<file path="src/rtl/core/c3zp_pkg.sv">
`timescale 1ns / 1ps
// shared constants, kernel table and types of the 3x3 convolution stream
// no dependencies
package c3zp_pkg;

  localparam int MAX_SIDE    = 32;
  localparam int SAMPLE_BITS = 16;
  localparam int RESULT_BITS = 20;
  localparam int POS_BITS    = 5;

  localparam int CFG_BITS    = 6;
  localparam int CFG_RESET   = 32;
  localparam int PDATA_BITS  = 32;
  localparam int PADDR_BITS  = 3;
  localparam int REG_MATRIX_SIZE = 0;

  localparam int COL_W  = (MAX_SIDE > 1) ? $clog2(MAX_SIDE) : 1;
  localparam int ROW_W  = $clog2(MAX_SIDE + 2);
  localparam int SIDE_W = $clog2(MAX_SIDE + 1);
  localparam int CMP_W  = ROW_W + 2;
  localparam int LINE_W = 2 * SAMPLE_BITS;
  localparam int SUM_W  = SAMPLE_BITS + 4;
  localparam int SIDE_RESET = (CFG_RESET > MAX_SIDE) ? MAX_SIDE : CFG_RESET;

  // kernel as written, flipped when applied to the window
  localparam logic signed [1:0] KERNEL [3][3] = '{
    '{ 2'sd1,  2'sd1, -2'sd1},
    '{-2'sd1,  2'sd1, -2'sd1},
    '{ 2'sd1,  2'sd1,  2'sd1}
  };

  typedef logic signed [SAMPLE_BITS-1:0] sample_t;

  typedef struct packed {
    logic             valid;
    sample_t          sample;
    logic [COL_W-1:0] col;
    logic             emit;
    logic             eor;
  } item_t;

  typedef struct packed {
    logic             emit;
    logic             eor;
    logic             eof;
    logic [COL_W-1:0] row;
    logic [COL_W-1:0] col;
  } p2_t;

  typedef struct packed {
    logic signed [RESULT_BITS-1:0] result_value;
    logic [POS_BITS-1:0]           row_index;
    logic [POS_BITS-1:0]           column_index;
    logic                          end_of_run;
    logic                          end_of_frame;
  } res_t;

endpackage

</file>
<file path="src/rtl/core/c3zp_in_if.sv">
`timescale 1ns / 1ps
// sample channel: valid/ready handshake with one signed sample per request
// depends on c3zp_pkg
interface c3zp_in_if;
  import c3zp_pkg::*;

  logic    valid;
  logic    ready;
  sample_t sample;

  modport source (output valid, output sample, input ready);
  modport sink (input valid, input sample, output ready);
endinterface

</file>
<file path="src/rtl/core/c3zp_out_if.sv">
`timescale 1ns / 1ps
// result channel: valid/ready handshake with one convolution result per request
// depends on c3zp_pkg
interface c3zp_out_if;
  import c3zp_pkg::*;

  logic                          valid;
  logic                          ready;
  logic signed [RESULT_BITS-1:0] result_value;
  logic [POS_BITS-1:0]           row_index;
  logic [POS_BITS-1:0]           column_index;
  logic                          end_of_run;
  logic                          end_of_frame;

  modport source (output valid, output result_value, output row_index,
                  output column_index, output end_of_run, output end_of_frame,
                  input ready);
  modport sink (input valid, input result_value, input row_index,
                input column_index, input end_of_run, input end_of_frame,
                output ready);
endinterface

</file>
<file path="src/rtl/core/c3zp_ram.sv">
`timescale 1ns / 1ps
// generic single-write, single-read ram with registered read data
// a read of the address being written returns the new data
module c3zp_ram #(
  parameter int WIDTH = 32,
  parameter int DEPTH = 32,
  localparam int AW = (DEPTH > 1) ? $clog2(DEPTH) : 1
) (
  input  logic             clk,
  input  logic             we,
  input  logic [AW-1:0]    waddr,
  input  logic [WIDTH-1:0] wdata,
  input  logic             re,
  input  logic [AW-1:0]    raddr,
  output logic [WIDTH-1:0] rdata
);
  logic [WIDTH-1:0] mem_r [DEPTH];
  logic [WIDTH-1:0] rdata_r;

  always_ff @(posedge clk) begin
    if (we) begin
      mem_r[waddr] <= wdata;
    end
    if (re) begin
      rdata_r <= (we && (waddr == raddr)) ? wdata : mem_r[raddr];
    end
  end

  assign rdata = rdata_r;
endmodule

</file>
<file path="src/rtl/core/c3zp_seq.sv">
`timescale 1ns / 1ps
// input position tracking, end-of-frame flush and the line read stage
// depends on c3zp_pkg
module c3zp_seq (
  input  logic                         clk,
  input  logic                         rst_n,
  input  logic                         cfg_clear,
  input  logic [c3zp_pkg::SIDE_W-1:0]  side,
  input  logic                         in_valid,
  input  c3zp_pkg::sample_t            in_sample,
  output logic                         in_ready,
  input  logic                         p2_take,
  output logic                         rd_en,
  output logic [c3zp_pkg::COL_W-1:0]   rd_addr,
  output c3zp_pkg::item_t              p1
);
  import c3zp_pkg::*;

  logic [ROW_W-1:0] row_r, row_nxt;
  logic [COL_W-1:0] col_r, col_nxt;
  logic             flush_r, flush_nxt;
  item_t            p1_r, p1_nxt;
  logic [CMP_W-1:0] side_c;
  logic             p1_take, issue, col_wrap, row_final, last_real, flush_end, emit;

  always_comb begin
    side_c    = CMP_W'(side);
    p1_take   = !p1_r.valid || p2_take;
    col_wrap  = (CMP_W'(col_r) + CMP_W'(1)) == side_c;
    row_final = (CMP_W'(row_r) + CMP_W'(1)) == side_c;
    last_real = !flush_r && row_final && col_wrap;
    flush_end = flush_r && (CMP_W'(row_r) == (side_c + CMP_W'(1)));
    // results start one row plus one sample behind the input
    emit      = !((row_r == '0) || ((row_r == ROW_W'(1)) && (col_r == '0)));
    in_ready  = !flush_r && p1_take;
    issue     = (in_valid && in_ready) || (flush_r && p1_take);

    row_nxt   = row_r;
    col_nxt   = col_r;
    flush_nxt = flush_r;
    if (cfg_clear) begin
      row_nxt   = '0;
      col_nxt   = '0;
      flush_nxt = 1'b0;
    end else if (issue) begin
      if (flush_end) begin
        row_nxt   = '0;
        col_nxt   = '0;
        flush_nxt = 1'b0;
      end else if (col_wrap) begin
        col_nxt   = '0;
        row_nxt   = row_r + ROW_W'(1);
        flush_nxt = flush_r || last_real;
      end else begin
        col_nxt   = col_r + COL_W'(1);
      end
    end

    p1_nxt = p1_r;
    if (issue) begin
      // flush items behave as zero samples below the frame
      p1_nxt.valid  = 1'b1;
      p1_nxt.sample = flush_r ? '0 : in_sample;
      p1_nxt.col    = col_r;
      p1_nxt.emit   = emit;
      p1_nxt.eor    = !flush_r && !last_real;
    end else if (p2_take) begin
      p1_nxt.valid  = 1'b0;
    end
  end

  always_ff @(posedge clk) begin
    if (!rst_n) begin
      row_r   <= '0;
      col_r   <= '0;
      flush_r <= 1'b0;
      p1_r    <= '0;
    end else begin
      row_r   <= row_nxt;
      col_r   <= col_nxt;
      flush_r <= flush_nxt;
      p1_r    <= p1_nxt;
    end
  end

  assign rd_en   = issue;
  assign rd_addr = col_r;
  assign p1      = p1_r;
endmodule

</file>
<file path="src/rtl/core/c3zp_win.sv">
`timescale 1ns / 1ps
// 3x3 window, output position tracking, edge masking, kernel sum, result register
// depends on c3zp_pkg and c3zp_out_if
module c3zp_win (
  input  logic                         clk,
  input  logic                         rst_n,
  input  logic                         cfg_clear,
  input  logic [c3zp_pkg::SIDE_W-1:0]  side,
  input  c3zp_pkg::item_t              p1,
  input  logic [c3zp_pkg::LINE_W-1:0]  line_rdata,
  output logic                         p2_take,
  output logic                         wr_en,
  output logic [c3zp_pkg::COL_W-1:0]   wr_addr,
  output logic [c3zp_pkg::LINE_W-1:0]  wr_data,
  c3zp_out_if.source                   out_chan
);
  import c3zp_pkg::*;

  sample_t          win_r [3][3];
  sample_t          win_nxt [3][3];
  logic             p2_valid_r, p2_valid_nxt;
  p2_t              p2_r, p2_nxt;
  logic [COL_W-1:0] orow_r, orow_nxt, ocol_r, ocol_nxt;
  logic             out_valid_r, out_valid_nxt;
  res_t             out_r, out_nxt;

  logic                    p1_go, p2_go, out_free, ocol_wrap, orow_final, eof_now;
  logic [CMP_W-1:0]        side_c;
  logic                    keep_row [3];
  logic                    keep_col [3];
  logic signed [SUM_W-1:0] row_sum [3];
  logic signed [SUM_W-1:0] total;

  // handshake between stages
  always_comb begin
    out_free = !out_valid_r || out_chan.ready;
    p2_go    = p2_valid_r && (!p2_r.emit || out_free);
    p2_take  = !p2_valid_r || p2_go;
    p1_go    = p1.valid && p2_take;
  end

  // line store holds rows r-1 (upper half) and r-2 (lower half) per column
  assign wr_en   = p1_go;
  assign wr_addr = p1.col;
  assign wr_data = {p1.sample, line_rdata[LINE_W-1:SAMPLE_BITS]};

  always_comb begin
    win_nxt = win_r;
    if (p1_go) begin
      for (int i = 0; i < 3; i++) begin
        win_nxt[i][0] = win_r[i][1];
        win_nxt[i][1] = win_r[i][2];
      end
      win_nxt[0][2] = line_rdata[SAMPLE_BITS-1:0];
      win_nxt[1][2] = line_rdata[LINE_W-1:SAMPLE_BITS];
      win_nxt[2][2] = p1.sample;
    end
  end

  // output position
  always_comb begin
    side_c     = CMP_W'(side);
    ocol_wrap  = (CMP_W'(ocol_r) + CMP_W'(1)) == side_c;
    orow_final = (CMP_W'(orow_r) + CMP_W'(1)) == side_c;
    eof_now    = ocol_wrap && orow_final;

    orow_nxt = orow_r;
    ocol_nxt = ocol_r;
    if (cfg_clear) begin
      orow_nxt = '0;
      ocol_nxt = '0;
    end else if (p1_go && p1.emit) begin
      if (eof_now) begin
        orow_nxt = '0;
        ocol_nxt = '0;
      end else if (ocol_wrap) begin
        ocol_nxt = '0;
        orow_nxt = orow_r + COL_W'(1);
      end else begin
        ocol_nxt = ocol_r + COL_W'(1);
      end
    end

    p2_nxt       = p2_r;
    p2_valid_nxt = p2_valid_r;
    if (p1_go) begin
      p2_valid_nxt = 1'b1;
      p2_nxt.emit  = p1.emit;
      p2_nxt.eor   = p1.eor;
      p2_nxt.eof   = eof_now;
      p2_nxt.row   = orow_r;
      p2_nxt.col   = ocol_r;
    end else if (p2_go) begin
      p2_valid_nxt = 1'b0;
    end
  end

  // masked, flipped-kernel sum
  always_comb begin
    keep_row[0] = p2_r.row != '0;
    keep_row[1] = 1'b1;
    keep_row[2] = (CMP_W'(p2_r.row) + CMP_W'(1)) != side_c;
    keep_col[0] = p2_r.col != '0;
    keep_col[1] = 1'b1;
    keep_col[2] = (CMP_W'(p2_r.col) + CMP_W'(1)) != side_c;
    for (int i = 0; i < 3; i++) begin
      row_sum[i] = '0;
      for (int j = 0; j < 3; j++) begin
        if (keep_row[i] && keep_col[j]) begin
          if (KERNEL[2-i][2-j] < 2'sd0) begin
            row_sum[i] = row_sum[i] - SUM_W'(win_r[i][j]);
          end else begin
            row_sum[i] = row_sum[i] + SUM_W'(win_r[i][j]);
          end
        end
      end
    end
    total = row_sum[0] + row_sum[1] + row_sum[2];
  end

  // result register
  always_comb begin
    out_nxt       = out_r;
    out_valid_nxt = out_valid_r;
    if (p2_go && p2_r.emit) begin
      out_valid_nxt        = 1'b1;
      out_nxt.result_value = RESULT_BITS'(total);
      out_nxt.row_index    = POS_BITS'(p2_r.row);
      out_nxt.column_index = POS_BITS'(p2_r.col);
      out_nxt.end_of_run   = p2_r.eor || p2_r.eof;
      out_nxt.end_of_frame = p2_r.eof;
    end else if (out_chan.ready) begin
      out_valid_nxt = 1'b0;
    end
  end

  always_ff @(posedge clk) begin
    if (!rst_n) begin
      for (int i = 0; i < 3; i++) begin
        for (int j = 0; j < 3; j++) begin
          win_r[i][j] <= '0;
        end
      end
      p2_valid_r  <= 1'b0;
      orow_r      <= '0;
      ocol_r      <= '0;
      out_valid_r <= 1'b0;
    end else begin
      win_r       <= win_nxt;
      p2_valid_r  <= p2_valid_nxt;
      orow_r      <= orow_nxt;
      ocol_r      <= ocol_nxt;
      out_valid_r <= out_valid_nxt;
    end
  end

  always_ff @(posedge clk) begin
    p2_r  <= p2_nxt;
    out_r <= out_nxt;
  end

  assign out_chan.valid        = out_valid_r;
  assign out_chan.result_value = out_r.result_value;
  assign out_chan.row_index    = out_r.row_index;
  assign out_chan.column_index = out_r.column_index;
  assign out_chan.end_of_run   = out_r.end_of_run;
  assign out_chan.end_of_frame = out_r.end_of_frame;
endmodule

</file>
<file path="src/rtl/core/conv3x3_zero_pad_stream.sv">
`timescale 1ns / 1ps
// top level of the zero-padded 3x3 convolution stream with its register port
// depends on c3zp_pkg, c3zp_in_if, c3zp_out_if, c3zp_ram, c3zp_seq, c3zp_win
//
//   port       dir   contents
//   in_chan    in    sample, raster order, valid/ready
//   out_chan   out   result_value, row_index, column_index, end_of_run, end_of_frame
//   psel..     in    apb-style register port, matrix_size at byte address 0
//
// one sample per cycle unless stalled or flushing; results pass the p1, p2 and result registers
// the last sample of a frame is followed by side+1 flush items with in ready low,
// each pushing a zero sample through the window and releasing one result
// (at side 1 only the second flush item releases one)
// out ready low stalls the window stage and then the input
// synchronous reset; line store contents are not cleared
module conv3x3_zero_pad_stream (
  input  logic                             clk,
  input  logic                             rst_n,
  c3zp_in_if.sink                          in_chan,
  c3zp_out_if.source                       out_chan,
  input  logic                             psel,
  input  logic                             penable,
  input  logic                             pwrite,
  input  logic [c3zp_pkg::PADDR_BITS-1:0]  paddr,
  input  logic [c3zp_pkg::PDATA_BITS-1:0]  pwdata,
  output logic [c3zp_pkg::PDATA_BITS-1:0]  prdata,
  output logic                             pready
);
  import c3zp_pkg::*;

  logic [CFG_BITS-1:0] size_r, size_nxt;
  logic [SIDE_W-1:0]   side_r, side_nxt;
  logic [CFG_BITS-1:0] wr_val;
  logic                cfg_wr, reg_hit;

  logic              rd_en, wr_en, p2_take;
  logic [COL_W-1:0]  rd_addr, wr_addr;
  logic [LINE_W-1:0] wr_data, line_rdata;
  item_t             p1;

  always_comb begin
    reg_hit  = paddr[PADDR_BITS-1:2] == (PADDR_BITS-2)'(REG_MATRIX_SIZE);
    cfg_wr   = psel && penable && pwrite && reg_hit;
    wr_val   = pwdata[CFG_BITS-1:0];
    size_nxt = size_r;
    side_nxt = side_r;
    if (cfg_wr) begin
      size_nxt = wr_val;
      if (wr_val == '0) begin
        side_nxt = SIDE_W'(1);
      end else if (wr_val > CFG_BITS'(MAX_SIDE)) begin
        side_nxt = SIDE_W'(MAX_SIDE);
      end else begin
        side_nxt = SIDE_W'(wr_val);
      end
    end
    prdata = reg_hit ? PDATA_BITS'(size_r) : '0;
  end

  assign pready = 1'b1;

  always_ff @(posedge clk) begin
    if (!rst_n) begin
      size_r <= CFG_BITS'(CFG_RESET);
      side_r <= SIDE_W'(SIDE_RESET);
    end else begin
      size_r <= size_nxt;
      side_r <= side_nxt;
    end
  end

  c3zp_seq u_seq (
    .clk       (clk),
    .rst_n     (rst_n),
    .cfg_clear (cfg_wr),
    .side      (side_r),
    .in_valid  (in_chan.valid),
    .in_sample (in_chan.sample),
    .in_ready  (in_chan.ready),
    .p2_take   (p2_take),
    .rd_en     (rd_en),
    .rd_addr   (rd_addr),
    .p1        (p1)
  );

  c3zp_ram #(
    .WIDTH (LINE_W),
    .DEPTH (MAX_SIDE)
  ) u_line (
    .clk   (clk),
    .we    (wr_en),
    .waddr (wr_addr),
    .wdata (wr_data),
    .re    (rd_en),
    .raddr (rd_addr),
    .rdata (line_rdata)
  );

  c3zp_win u_win (
    .clk        (clk),
    .rst_n      (rst_n),
    .cfg_clear  (cfg_wr),
    .side       (side_r),
    .p1         (p1),
    .line_rdata (line_rdata),
    .p2_take    (p2_take),
    .wr_en      (wr_en),
    .wr_addr    (wr_addr),
    .wr_data    (wr_data),
    .out_chan   (out_chan)
  );
endmodule

</file>
<file path="src/flat_wrapper.sv">
// flat-port wrapper written by rule: the top's interface ports become plain ports
module conv3x3_zero_pad_stream_flat import c3zp_pkg::*;
  (clk, rst_n, psel, penable, pwrite, paddr, pwdata, prdata, pready, in_chan_valid, in_chan_sample, in_chan_ready, out_chan_valid, out_chan_result_value, out_chan_row_index, out_chan_column_index, out_chan_end_of_run, out_chan_end_of_frame, out_chan_ready);
  c3zp_in_if in_chan_i ();
  c3zp_out_if out_chan_i ();
  input  logic clk;
  input  logic rst_n;
  input  logic psel;
  input  logic penable;
  input  logic pwrite;
  input  logic [c3zp_pkg::PADDR_BITS-1:0] paddr;
  input  logic [c3zp_pkg::PDATA_BITS-1:0] pwdata;
  output logic [c3zp_pkg::PDATA_BITS-1:0] prdata;
  output logic pready;
  input wire logic [$bits(in_chan_i.valid)-1:0] in_chan_valid;
  input wire logic [$bits(in_chan_i.sample)-1:0] in_chan_sample;
  output wire logic [$bits(in_chan_i.ready)-1:0] in_chan_ready;
  output wire logic [$bits(out_chan_i.valid)-1:0] out_chan_valid;
  output wire logic [$bits(out_chan_i.result_value)-1:0] out_chan_result_value;
  output wire logic [$bits(out_chan_i.row_index)-1:0] out_chan_row_index;
  output wire logic [$bits(out_chan_i.column_index)-1:0] out_chan_column_index;
  output wire logic [$bits(out_chan_i.end_of_run)-1:0] out_chan_end_of_run;
  output wire logic [$bits(out_chan_i.end_of_frame)-1:0] out_chan_end_of_frame;
  input wire logic [$bits(out_chan_i.ready)-1:0] out_chan_ready;
  assign in_chan_i.valid = in_chan_valid;
  assign in_chan_i.sample = in_chan_sample;
  assign in_chan_ready = in_chan_i.ready;
  assign out_chan_valid = out_chan_i.valid;
  assign out_chan_result_value = out_chan_i.result_value;
  assign out_chan_row_index = out_chan_i.row_index;
  assign out_chan_column_index = out_chan_i.column_index;
  assign out_chan_end_of_run = out_chan_i.end_of_run;
  assign out_chan_end_of_frame = out_chan_i.end_of_frame;
  assign out_chan_i.ready = out_chan_ready;
  conv3x3_zero_pad_stream u_core (.clk(clk), .rst_n(rst_n), .in_chan(in_chan_i), .out_chan(out_chan_i), .psel(psel), .penable(penable), .pwrite(pwrite), .paddr(paddr), .pwdata(pwdata), .prdata(prdata), .pready(pready));
endmodule
</file>
<file path="config.mk">
export PLATFORM = sky130hd
export DESIGN_NAME = conv3x3_zero_pad_stream_flat
export DESIGN_NICKNAME = d
export VERILOG_FILES = /design/src/rtl/core/c3zp_pkg.sv /design/src/rtl/core/c3zp_in_if.sv /design/src/rtl/core/c3zp_out_if.sv /design/src/rtl/core/c3zp_ram.sv /design/src/rtl/core/c3zp_seq.sv /design/src/rtl/core/c3zp_win.sv /design/src/rtl/core/conv3x3_zero_pad_stream.sv /design/src/flat_wrapper.sv
export SDC_FILE = /design/constraint.sdc
export NUM_CORES = 2
export LEC_CHECK = 0
export BUFFER_PORTS_ARGS = -buffer_cell sky130_fd_sc_hd__buf_4
export CAP_MARGIN = 40
export CORE_MARGIN = 10
export CORE_UTILIZATION = 45
export DETAILED_ROUTE_END_ITERATION = 7
export PLACE_DENSITY_LB_ADDON = 0.1
export SLEW_MARGIN = 20
export SYNTH_ARGS = -nofsm -noshare
export SYNTH_HDL_FRONTEND = slang
export SYNTH_SLANG_ARGS = --single-unit
</file>
<file path="constraint.sdc">
create_clock -name clk -period 8.81 [get_ports clk]
set_clock_uncertainty 0.1 [all_clocks]
set_input_delay 1.762 -clock clk [delete_from_list [all_inputs] [get_ports clk]]
set_output_delay 1.762 -clock clk [all_outputs]
set_load 0.05 [all_outputs]
</file>
Word-level counts from Yosys, hierarchy flattened
Memory sizes are Yosys's and may differ from the RTL's. A register that Yosys moved wholly into a read port is not among the register bits.
Index checks and enable logic that the tools add are counted.

cells by class
  $add $sub $neg = 21
  magnitude comparators = 1
  equality and inequality tests = 8
  multiplexer cells = 30
  bitwise gates (word level) = 2
  reductions and logical operators = 48

operator list
  kind                   count
  $mux 20                8
  $add 20x16->20         5
  $add 20x20->20         2
  $sub 1x16->17 const A  2
  $add 5x1->6 const B    5
  $mux 5                 6
  $mux 6                 5
  $logic_and 1x1->1      20
  $sub 20x16->20         1
  $eq 6x6->1             3
  $mux 16                1
  $add 5x1->5 const B    3
  $add 6x1->7 const B    2
  $logic_not 6->1        2
  $ne 6x6->1             2
  $mux 1                 10
  $reduce_bool 2->1      5
  $reduce_bool 5->1      2
  $logic_or 1x1->1       8
  $eq 6x7->1             1
  $eq 7x6->1             1
  $logic_not 1->1        7
  $add 6x1->6 const B    1
  $eq 6x1->1 const B     1
  5 further kinds        7

word-level totals
  bits in registers = 249
  memory bits (writable) = 1,024
  output and inout bits = 67
  logic and storage cells = 144
  memories = 1

memories
  name                 words  width  rd ports  clocked after memory_dff  wr ports  line            source
  u_core.u_line.mem_r  32     32     1         1                         1         c3zp_ram.sv:17  logic [WIDTH-1:0] mem_r [DEPTH];

Depth between registers and ports, before layout
  depth after elaboration = 10
  gate-level depth with buffers = 40
  mapped depth without buffers = 39

By module
Synthesis repeated with hierarchy kept, for this count alone.

second synthesis, totals
  cell total of the unflattened synthesis = 4,463
  area, all modules = 59,625.9 µm²

by module, submodules not included
  module                   instances  cells an instance  area each (µm²)
  c3zp_ram                 1          2,181              41,317.1
  c3zp_win                 1          1,952              15,590.0
  c3zp_seq                 1          243                2,009.4
  conv3x3_zero_pad_stream  1          87                 709.4

Least setup slack after synthesis
Ideal clock, no wire load.

  path kind = register to register
  start = register u_core.u_win.p2_r[5] (netlist bit)
  end = register u_core.u_win.out_r, in the netlist u_core.u_win.out_chan.result_value[19] (data pin)
  library setup time = 0.258 ns
  arrival time = 7.697 ns
  path slack = 0.755 ns
  stages on the path, launching flop included = 40
  path buffers = 1
  path through = edfxtp_1 -> ha_1 -> and2_1 -> o21ai_0 -> o311ai_0 -> o21ai_1 -> nand3_1 -> nand2_1 -> clkbuf_1 -> nor2_1 -> ha_1 -> fa_1 -> a21o_1 -> a21oi_1 -> o21bai_1 -> a21oi_1 -> o21bai_1 -> a21oi_1 -> [... 4 more ...] -> and2_1 -> ha_1 -> a21o_1 -> o21bai_1 -> and2_1 -> o21a_1 -> nor2_1 -> xor2_1 -> nor2_1 -> o21a_1 -> fa_1 -> ha_1 -> or2_2 -> a21oi_1 -> a31oi_1 -> a31oi_1 -> xnor2_1 -> xnor2_1

on the way
  longest elaborated chain between the ends = 9
  elaborated cells on any way between the ends = 19
  those cells by class = add/sub (7); eq/ne (1); mux (6); reduce/logical (5)

ends and longest elaborated chain
  item                                                     line                              source
  start, declared                                          c3zp_win.sv:22                    p2_t p2_r, p2_nxt;
  start signal, assigned                                   c3zp_win.sv:158                   p2_r <= p2_nxt;
  $reduce_bool 5->1 / $add 5x1->6 (equally long branches)  c3zp_win.sv:100, c3zp_win.sv:102
  $logic_and 1x1->1 / $ne 6x6->1 (equally long branches)   c3zp_win.sv:109, c3zp_win.sv:102
  $mux 20 / $logic_and 1x1->1 (equally long branches)      c3zp_win.sv:109                   if (keep_row[i] && keep_col[j]) begin
  $add 20x16->20 / $mux 20 (equally long branches)         c3zp_win.sv:113, c3zp_win.sv:109
  $mux 20 / $add 20x16->20 (equally long branches)         c3zp_win.sv:109, c3zp_win.sv:113
  $add 20x16->20 / $mux 20 (equally long branches)         c3zp_win.sv:113, c3zp_win.sv:109
  $mux 20 / $add 20x16->20 (equally long branches)         c3zp_win.sv:109, c3zp_win.sv:113
  $add 20x20->20 / $mux 20 (equally long branches)         c3zp_win.sv:118, c3zp_win.sv:109
  $add 20x20->20 (*)                                       c3zp_win.sv:118                   total = row_sum[0] + row_sum[1] + row_sum[2];
  via u_core.u_win.total[19]                               c3zp_win.sv:32                    logic signed [SUM_W-1:0] total;
  end signal, assigned                                     c3zp_win.sv:159                   out_r <= out_nxt;
  end, declared                                            c3zp_win.sv:25                    res_t out_r, out_nxt;

The timed path passes the listed nets; every way through them passes the cells marked *.
A chain may end at the register's enable or synchronous reset.

Worst setup path in the final report
  start = register u_core.u_win.p2_r[0] (netlist bit)
  end = register u_core.u_win.out_r, in the netlist u_core.u_win.out_chan.result_value[19] (data pin)

on the way
  longest elaborated chain between the ends = 9
  elaborated cells on any way between the ends = 23
  those cells by class = add/sub (9); eq/ne (1); mux (8); reduce/logical (5)

ends and longest elaborated chain
  item                        line             source
  $reduce_bool 5->1           c3zp_win.sv:103  keep_col[0] = p2_r.col != '0;
  $logic_and 1x1->1           c3zp_win.sv:109
  $mux 20                     c3zp_win.sv:109
  $add 20x16->20              c3zp_win.sv:113  row_sum[i] = row_sum[i] + SUM_W'(win_r[i][j]);
  $mux 20                     c3zp_win.sv:109
  $add 20x16->20              c3zp_win.sv:113
  $mux 20                     c3zp_win.sv:109
  $add 20x20->20              c3zp_win.sv:118
  $add 20x20->20 (*)          c3zp_win.sv:118
  via u_core.u_win.total[19]  c3zp_win.sv:32

Marked as above.

==> results.tsv <==
metric	value	unit
setup-tns-final	0	ps
synth_edf_count	1101	
via_per_inst	5.68	
min-delay-start	u_core.size_r[5]	
drt_iter0_markers	2594	
start_kind	flop	
drt_wl_total	145000	microns
min_period_over_period	0.945	
grt-ovfl-total	0	
numPortBuffers	69	
io_pins	125	
synth_top_flop_cell	edfxtp_1	
syn_inst	3808	
irDropWorstVdd	163	uV
nNetsFinal	4176	
synthAdderAreaFrac	0.0390	
cts_tree	yes	
dieArea	0.143	sq mm
syn2layout_area_growth	13.4	%
ys_ff_latch	1305	
worstSetupEndpointType	flop	
required	9200	ps
wire_per_inst	25.3	microns
ys_types	81	
antenna_cells	0	
final_common_cell	edfxtp_1	
htreeDepth	4	
vias	32500	
r2r-start	u_core.u_win.p2_r[0]	
netlist_area	0.0579	sq mm
worstMarginPinSlew	891	ps
crit_start	u_core.u_win.p2_r[0]	
drive_gt1_frac	0.190	
grt_pass1_wl	215000	microns
gp_congestion	0.837	
num-fill-cells	10600	
ys_warn_count	0	
setup_viol	0	
cts_setup_buffers	0	
grtUsageTotal	0.202	
rsz0062_at_grt	no	
cpPeakStageDelay	480	ps
final_cell_mix	1101 x edfxtp_1, 427 x nand2_1, 320 x mux4_2	
drc	0	
dp_hpwl	87500	microns
power_density	210	mW/mm^2
clock_latency	770	ps
whs	352	ps
grt_pass1_vias	32200	
hold_violations	0	
cp_slowest_cell	edfxtp_1	
cap_violations	0	
grt_max_degree	119	
avgSynthCellArea	15.2	sq um
path_clk_slew	60	ps
drt_first_pass_iters	5	
synth_compound_area_frac	0.0698	
final_cell_area	0.0656	sq mm
max_slew_margin	0.406	
cp_max_fo	17	
core	0.128	sq mm
crit_path_frequent_cell	ha_1	
cp.arrival	8710	ps
die_w	379	microns
synth_seq_area_share	0.642	
synthSimpleGateAreaFrac	0.0703	
die_y	379	microns
fin_ws	487	ps
synth_top_family_by_area	multiplexers	
cts_sinks	1305	
cts_buffers	142	
clock.fmax	120	MHz
start_util	0.453	
clock_path_buffers	3	
async_flop_share	0	
postPlaceCellArea	0.0610	sq mm
holdCritPathClass	reg2reg	
critPathKind	reg2reg	
period_needed	8320	ps
fp-row-count	131	
status	completed	
cts-root-buf	clkbuf_16	
ant_nets	0	
slew_viol_final	0	
yosys-mux-area-fraction	0.133	
antenna_found_initial	2	
dp_slack	435	ps
synth-xor-area-share	0.0251	
cellLeakagePower	0.0221	uW
repair_timing:
item,in CTS,in global routing
setup endpoints to repair,0,3
resized for setup,0,5
hold buffers,0,0
cell usage after synthesis (4+ instances only):
cell | number | share of area
nand2b_1 | 20 | 0.0022
nor2b_1 | 60 | 0.0065
and2_1 | 40 | 0.0043
edfxtp_1 | 1101 | 0.57
nand2_1 | 427 | 0.028
or3_1 | 8 | 0.00086
nor3_1 | 40 | 0.0035
xor2_1 | 67 | 0.010
o21ai_1 | 4 | 0.00035
a22oi_1 | 25 | 0.0032
ha_1 | 139 | 0.030
o211ai_1 | 6 | 0.00078
or2_2 | 5 | 0.00054
mux4_2 | 320 | 0.12
inv_1 | 89 | 0.0058
a22o_1 | 8 | 0.0012
a21oi_1 | 117 | 0.010
a21o_1 | 45 | 0.0058
buf_2 | 7 | 0.00061
o21bai_1 | 16 | 0.0021
nand3_1 | 33 | 0.0029
clkbuf_1 | 138 | 0.0089
and3_1 | 18 | 0.0019
dfxtp_1 | 204 | 0.071
o22ai_1 | 4 | 0.00043
nand4_1 | 10 | 0.0011
fa_1 | 26 | 0.0090
nor2_1 | 192 | 0.012
o21ai_0 | 117 | 0.010
xnor2_1 | 96 | 0.015
mux2i_1 | 44 | 0.0076
a211oi_1 | 21 | 0.0027
a21boi_0 | 162 | 0.021
a31oi_1 | 15 | 0.0016
nor3b_1 | 9 | 0.0012
buf_1 | 37 | 0.0024
nor4_1 | 10 | 0.0011
o21a_1 | 14 | 0.0018
o41ai_1 | 4 | 0.00061
buf_4 | 27 | 0.0035
nand3b_1 | 14 | 0.0018
o31ai_1 | 5 | 0.00065
worst max-delay path: cells and delay by family (launching register included):
family / cells / cell delay (ps)
AO/OA/AOI/OAI: 15 / 2870
flip-flops: 1 / 480
AND/OR/NAND/NOR: 9 / 1320
XOR/XNOR: 4 / 450
buffers and inverters: 4 / 890
adder cells (fa/ha/maj): 6 / 1940
cell type report:
type	instances	area [sq um]	area share
clock inverters	67	642	0.00978
clock buffers	185	3800	0.0579
multi-input cells	2230	19900	0.304
flip-flops and latches	1305	37200	0.566
repair buffers	185	1670	0.0254
well taps	1662	2080	0.0317
inverters	89	339	0.00517
stage by stage:
stage               utilization  cells  power (uW)
finish                    0.514   5723       13800
global route              0.514   5723       14300
CTS                       0.513   5719       14000
detailed placement        0.478   5467        8260
global placement          0.476   5450        8240
floorplan                     -   3833        7890
worst paths after layout:
kind                            slack [ps]  cells after the start                                endpoint
worst min-delay path                   350                      1                        u_core.size_r[5]
worst min register to register         350                      1                        u_core.size_r[5]
worst max register to register         490                     38  u_core.u_win.out_chan.result_value[19]
worst max-delay path                   490                     38  u_core.u_win.out_chan.result_value[19]
report_power, final:
part | switching [uW] | internal (uW) | total (uW)
sequential | 62.0 | 6810 | 6870
combinational | 728 | 524 | 1250
clock | 2460 | 3210 | 5670
total | 3250 | 10500 | 13800
logic make-up after synthesis:
logic type / Yosys count
AO/OA/AOI/OAI: 605
XOR/XNOR: 164
adder cells (fa/ha/maj): 165
buffers and inverters: 298
flip-flops: 1305
multiplexers: 367
other: 2
AND/OR/NAND/NOR: 902
state kept, by name (all words and copies together) (netlist names), 6 cells and up:
| name | flops |
|---|---|
| u_core.side_r | 6 |
| u_core.size_r | 6 |
| u_core.u_line.mem_r | 1024 |
| u_core.u_line.rdata | 32 |
| u_core.u_seq.p1 | 24 |
| u_core.u_seq.row_r | 6 |
| u_core.u_win.out_chan.result_value | 20 |
| u_core.u_win.p2_r | 13 |
| u_core.u_win.win_r | 144 |
routing by layer:
layer | GRT usage | routed length [microns] | share of wire | vias up
met5 | 0 | 0 | 0 | -
met4 | 0.0511 | 3070 | 0.021 | 0
met3 | 0.0313 | 7140 | 0.049 | 182
met2 | 0.333 | 70300 | 0.49 | 811
met1 | 0.280 | 64200 | 0.44 | 16700
li1 | - | - | - | 14800
(Power assumes the default switching activity.)
